`src/rtl/rsh_pkg.sv`:
```
`default_nettype none

package rsh_pkg;

  localparam int HASH_W = 30;
  localparam int CHAR_W = 8;
  localparam int IDX_W  = 12;
  localparam int SLEN_W = 13;

  localparam logic [HASH_W-1:0] HMOD        = 30'd1000000007;
  localparam logic [HASH_W-1:0] HBASE       = 30'd31;
  localparam logic [HASH_W-1:0] HBASE_RECIP = 30'd129032259;
  localparam logic [CHAR_W-1:0] CHAR_OFFSET = 8'd96;

  // Barrett constant floor(2^60 / HMOD); fits in 31 bits.
  localparam logic [30:0] BARRETT_MU = 31'((64'd1 << 60) / 64'(HMOD));

  typedef enum logic [1:0] {
    CMD_CLEAR  = 2'd0,
    CMD_APPEND = 2'd1,
    CMD_QUERY  = 2'd2,
    CMD_NONE   = 2'd3
  } command_e;

  typedef enum logic [1:0] {
    ST_OK    = 2'd0,
    ST_FULL  = 2'd1,
    ST_RANGE = 2'd2
  } status_e;

  typedef struct packed {
    logic              valid;
    logic [HASH_W-1:0] a;
    logic [HASH_W-1:0] b;
  } mul_req_t;

  typedef struct packed {
    logic              valid;
    logic [HASH_W-1:0] res;
  } mul_rsp_t;

endpackage

`default_nettype wire

```
`src/rtl/rsh_mulmod.sv`:
```
`default_nettype none

module rsh_mulmod
  import rsh_pkg::*;
(
  input  wire logic     clk_i,
  input  wire logic     rst_ni,
  input  wire mul_req_t req_i,
  output mul_rsp_t      rsp_o
);

  // Four stages: product, Barrett quotient, quotient times modulus, correction.
  logic        v1_q, v2_q, v3_q, v4_q;
  logic [59:0] prod_q;
  logic [30:0] quo_q;
  logic [31:0] low2_q, low3_q, qp_q;
  logic [HASH_W-1:0] res_q;

  logic [59:0] prod_d;
  logic [61:0] q2_full;
  logic [31:0] qp_d;
  logic [31:0] rem;
  logic [31:0] two_mod;
  logic [HASH_W-1:0] res_d;

  assign prod_d  = 60'(req_i.a) * 60'(req_i.b);
  assign q2_full = 62'(prod_q[59:29]) * 62'(BARRETT_MU);
  assign qp_d    = 32'(quo_q) * 32'(HMOD);
  assign rem     = low3_q - qp_q;
  assign two_mod = {1'b0, HMOD, 1'b0};

  // The Barrett remainder stays below three times the modulus.
  always_comb begin
    if (rem >= two_mod) begin
      res_d = HASH_W'(rem - two_mod);
    end else if (rem >= 32'(HMOD)) begin
      res_d = HASH_W'(rem - 32'(HMOD));
    end else begin
      res_d = HASH_W'(rem);
    end
  end

  always_ff @(posedge clk_i or negedge rst_ni) begin
    if (!rst_ni) begin
      v1_q <= 1'b0;
      v2_q <= 1'b0;
      v3_q <= 1'b0;
      v4_q <= 1'b0;
    end else begin
      v1_q <= req_i.valid;
      v2_q <= v1_q;
      v3_q <= v2_q;
      v4_q <= v3_q;
    end
  end

  always_ff @(posedge clk_i) begin
    prod_q <= prod_d;
    quo_q  <= q2_full[61:31];
    low2_q <= prod_q[31:0];
    qp_q   <= qp_d;
    low3_q <= low2_q;
    res_q  <= res_d;
  end

  assign rsp_o.valid = v4_q;
  assign rsp_o.res   = res_q;

endmodule

`default_nettype wire

```
`config.mk`:
```
export PLATFORM = sky130hd
export DESIGN_NAME = rsh_mulmod
export DESIGN_NICKNAME = d
export VERILOG_FILES = /design/src/rtl/rsh_pkg.sv /design/src/rtl/rsh_mulmod.sv
export SDC_FILE = /design/constraint.sdc
export NUM_CORES = 2
export LEC_CHECK = 0
export BUFFER_PORTS_ARGS = -buffer_cell sky130_fd_sc_hd__buf_2
export CORE_MARGIN = 4
export CORE_UTILIZATION = 45
export CTS_CLUSTER_SIZE = 8
export DETAILED_ROUTE_END_ITERATION = 12
export GPL_ROUTABILITY_DRIVEN = 0
export PLACE_DENSITY = 0.65
export SLEW_MARGIN = 20
export SYNTH_ARGS = -nofsm -noshare
export SYNTH_HDL_FRONTEND = slang
export SYNTH_SLANG_ARGS = --single-unit
```
`constraint.sdc`:
```
create_clock -name clk_i -period 6.5 [get_ports clk_i]
set_input_delay 0.325 -clock clk_i [delete_from_list [all_inputs] [get_ports clk_i]]
set_output_delay 0.325 -clock clk_i [all_outputs]
set_load 0.03 [all_outputs]
```
# Yosys cells after proc, flatten, opt, wreduce, memory -nomap -nowiden
# Cells that the tools add are included.
# W data, S select, Z words.
# word_totals
reg_bits,221
elab_cells,20
out_inout_bits,31
input_bits,63
# classes
n_lt_le_gt_ge,2
add_sub_neg,3
multipliers,3
n_mux,2
# op_table
op,n
$mul A30 B30 Y60,1
$mux W30,2
$sub A30 B30 Y30 const B,2
$mul A31 B28 Y59 const B,1
$ge A32 B30 Y1 const B,1
$ge A32 B31 Y1 const B,1
$mul A31 B30 Y32 const B,1
$sub A32 B32 Y32,1

# Longest topological paths before layout
# depth
word_depth,4
ltp_mapped,32
ltp_nobuf,31

# Worst setup path after synthesis
# No wires, ideal clock.
# synth_timing
path_type,input port to flip-flop
from,in req_i[3] (netlist bit)
to,reg prod_q[58]
setup_ns,0.120
required_time_ns,6.380
path_stages,29
path_buffers,1
arrival_ns,7.693
slack_ns,-1.313
path_cell_list,clkbuf_1 and2_1 fa_1 fa_1 fa_1 inv_1 fa_1 inv_1 fa_1 inv_1 fa_1 inv_1 fa_1 inv_1 fa_1 inv_1 ha_1 and3_1 o311ai_0 a2111oi_0 nor2_1 a211oi_1 a211oi_1 o21ai_0 a41oi_1 a211o_1 o31ai_1 a41oi_1 xnor2_1
# synth_between
elab_chain_len,1
# synth_lines
item,line,text
from (decl),rsh_mulmod.sv:8,"input wire mul_req_t req_i,"
$mul A30 B30 Y60,rsh_mulmod.sv:26,assign prod_d = 60'(req_i.a) * 60'(req_i.b);
named net prod_d[58],rsh_mulmod.sv:19,logic [59:0] prod_d;
to (signal assigned),rsh_mulmod.sv:58,prod_q <= prod_d;
to (decl),rsh_mulmod.sv:14,logic [59:0] prod_q;
# The timed path passes the listed nets, and every way through them passes these cells.

# Worst setup path in the final report
# layout_timing
from,in req_i[11] (netlist bit)
to,reg prod_q[58]
# Same word-level chain as after synthesis.

==> flow_summary.ini <==
[sta]
hold_ws_ns = 0.1263
setup_viol = 37
max_clock_freq_mhz = 141.5
setup_ws_ns = -0.5691
tightest_slew_ns = 0.7794
setup_tns_ns = -9.176
grt_setup_unrepaired = true
hold_viol = 0
slew_headroom = 0.4747
fin_crit_sh = 1.088
timing.final.crit_period_ns = 7.069
finClkSkew_ns = 0.03162
final-max-slew-violation-count = 0

[logic_synthesis]
synth_area_leaders = fa_1 43%, ha_1 17%, inv_1 9.8%, dfxtp_1 7.6%, and2_1 5.9%
synthMuxAreaShare = 0.0009891
synth_seq_cells = 221
synth_xor_xnor_area_share = 0.03031
synth_top_family_by_area = adder cells
synth_cell_type_count = 82
syn-num-nets = 7984
synthCells = 5901
synth.largest_area_cell = fa_1
syn_avg_cell_area_sq_um = 9.647
synth_top_cell_area_share = 0.4304
synth_fa_ha_area_frac = 0.6054
synth-async-reset-ratio = 0.01810
synth_edf_count = 0
yosysWarningCount = 0
synth_top_flop_cell = dfxtp_1
synth_compound_area_frac = 0.05789
yosys.area_share.simple = 0.1155
yosysSeqAreaShare = 0.07807
netlist_area_sq_um = 56930

[clock_network]
ctsRootBufferMaster = clkbuf_16
clkLatencyLatePin_ns = 0.54
clkSinkCount = 221
cts_buffer_depth = 3
clkTransAtPathRegs_ns = 0.05
cts_tree = built
cts_buffers = 34
cts_max_level = 2

[drt]
first_pass_iters = 7
totalWireLength_microns = 143800
via_per_inst = 5.102
drc = 0
ant_nets = 0
vias = 40980
drt_iter0_markers = 2441
wire_per_inst_microns = 17.90

[final_layout]
n_fill_cell = 11290
finalNetCount = 8453
syn2layout_area_growth_pct = 15.24
drive_above_1_share = 0.1487
postLayoutCoreUtil = 0.5224

[critical_path]
criticalPathCategory = input pin to flop
cp_max_fo = 14
r2r_start = prod_q[45]
cp-start-kind = input pin
arrival_ns = 7.48
path_common_cell = fa_1
crit_path_start = req_i[11]
cp_slowest_cell = fa_1
cp-end-kind = flop
slowest_delay_ns = 0.58
regToRegSetupSlack_ns = -0.29
ff2ff_path_depth = 24
rr_endpoint = quo_q[29]
cp-endpoint = prod_q[58]
critical_path_required_ns = 6.91

[global_routing]
track_usage = 0.2236
use_met3 = 0.03268
first_global_vias = 44430
top_usage_layer = met2
grt_first_pass_wirelength_microns = 236300
use_met2 = 0.3629
grt_overflow = 0
antenna_found_initial = 5
grt_use_met1 = 0.3225
grt_max_degree = 26

[floorplanning]
core_area_sq_um = 125600
io_pins = 94
die_area_sq_um = 132300
dieWidth_microns = 363.7
initial_core_util = 0.4533
fp.dieH_microns = 363.7
rows = 130

[place]
hpwl_microns = 125700
port_buffers = 93

[status]
status = finished, violations left
violations = setup timing

[worst_hold_path]
hp-class = input pin to asynchronous set/reset pin

[run]
cap_violations = 0
## per-stage QoR
step / cell area, sq um / instances / setup WS, ns
2_1_floorplan: 57250 / 5901 / -0.8469
3_3_place_gp: 62750 / 7930 / -1.417
3_5_place_dp: 62750 / 7930 / -1.473
4_1_cts: 65040 / 8014 / -0.5756
5_1_grt: 65600 / 8031 / -0.8246
6_report: 65600 / 8032 / -0.5691
## metal layers
metal,wire length [microns],vias to the layer above
li1,-,18700
met5,0,-
met4,2685,0
met1,65940,20930
met2,66110,1178
met3,9053,183
## logic make-up after synthesis
logic type | after synthesis
fa+ha+maj | 2020
buf+inv | 1685
simple gates | 1278
compound gates | 495
flops | 221
xor+xnor | 197
mux | 5
## state kept, by name, summed over array words and instances (netlist names)
| signal | flops |
|---|---|
| low3_q | 32 |
| v4_q | 1 |
| v1_q | 1 |
| low2_q | 32 |
| quo_q | 31 |
| res_q | 30 |
| qp_q | 32 |
| prod_q | 60 |
| v3_q | 1 |
| v2_q | 1 |
## layout by cell type (no fill, tap or decap), types with 10 or more instances in the layout
| cell type | count |
|---|---|
| a21o_1 | 89 |
| a21oi_1 | 128 |
| a21oi_2 | 29 |
| a31oi_1 | 13 |
| and2_1 | 515 |
| and2_4 | 22 |
| and3_1 | 14 |
| buf_12 | 24 |
| buf_2 | 57 |
| buf_4 | 474 |
| buf_6 | 63 |
| buf_8 | 15 |
| clkbuf_16 | 36 |
| dfxtp_1 | 197 |
| dfxtp_2 | 10 |
| dfxtp_4 | 10 |
| fa_1 | 1177 |
| fa_2 | 47 |
| ha_1 | 768 |
| ha_4 | 24 |
| inv_1 | 1448 |
| inv_2 | 31 |
| nand2_1 | 460 |
| nand2b_1 | 23 |
| nand3_1 | 31 |
| nand4_1 | 23 |
| nor2_1 | 83 |
| nor2b_1 | 21 |
| nor3_1 | 27 |
| o21a_1 | 20 |
| o21ai_0 | 49 |
| o21ai_1 | 13 |
| o21bai_1 | 21 |
| xnor2_1 | 136 |
| xor2_1 | 57 |
## worst max-delay path: cells and delay by family
| family | cells | cell delay, ns |
|---|---|---|
| xor+xnor | 1 | 0.15 |
| buf+inv | 6 | 0.56 |
| simple gates | 4 | 0.63 |
| compound gates | 9 | 1.76 |
| fa+ha+maj | 9 | 4.03 |
## final cells by class
class                   instances  area, sq um  share of cell area
multi-input cells            3995        47180              0.7192
inverters                    1479         5552             0.08462
repair buffers                639         5346             0.08149
flip-flops and latches        221         4494             0.06851
well taps                    1650         2064             0.03147
clock buffers                  42        922.1             0.01406
clock inverters                 4        38.79           0.0005912
diodes                          2        5.005          0.00007629
## how the worst min path moves through the flow
stage                 from    to  slack [ns]
floorplan           rst_ni  v1_q        0.03
global placement    rst_ni  v1_q        0.13
detailed placement  rst_ni  v1_q        0.14
CTS                 rst_ni  v2_q        0.08
global route        rst_ni  v2_q        0.12
finish              rst_ni  v1_q        0.13
## repair_timing
item                                    in CTS  in global routing
hold buffers                                 2                  0
endpoints found under the hold margin        5                  0
endpoints found under the setup margin      48                 53
cloned                                       1                  1
setup buffers                               38                 22
pin swaps                                  117                 57
resized for setup                          271                117
## Yosys cell counts, drive strengths merged, types with 58 or more instances
cell type / number
fa: 1224
ha: 796
nor2: 86
dfxtp: 217
a21o: 89
inv: 1479
xor2: 58
xnor2: 139
o21ai: 72
clkbuf: 188
nand2: 465
a21oi: 161
and2: 537
Power is not shown: default switching activity piles up to over one toggle a cycle in this logic, so the estimate is an artifact.
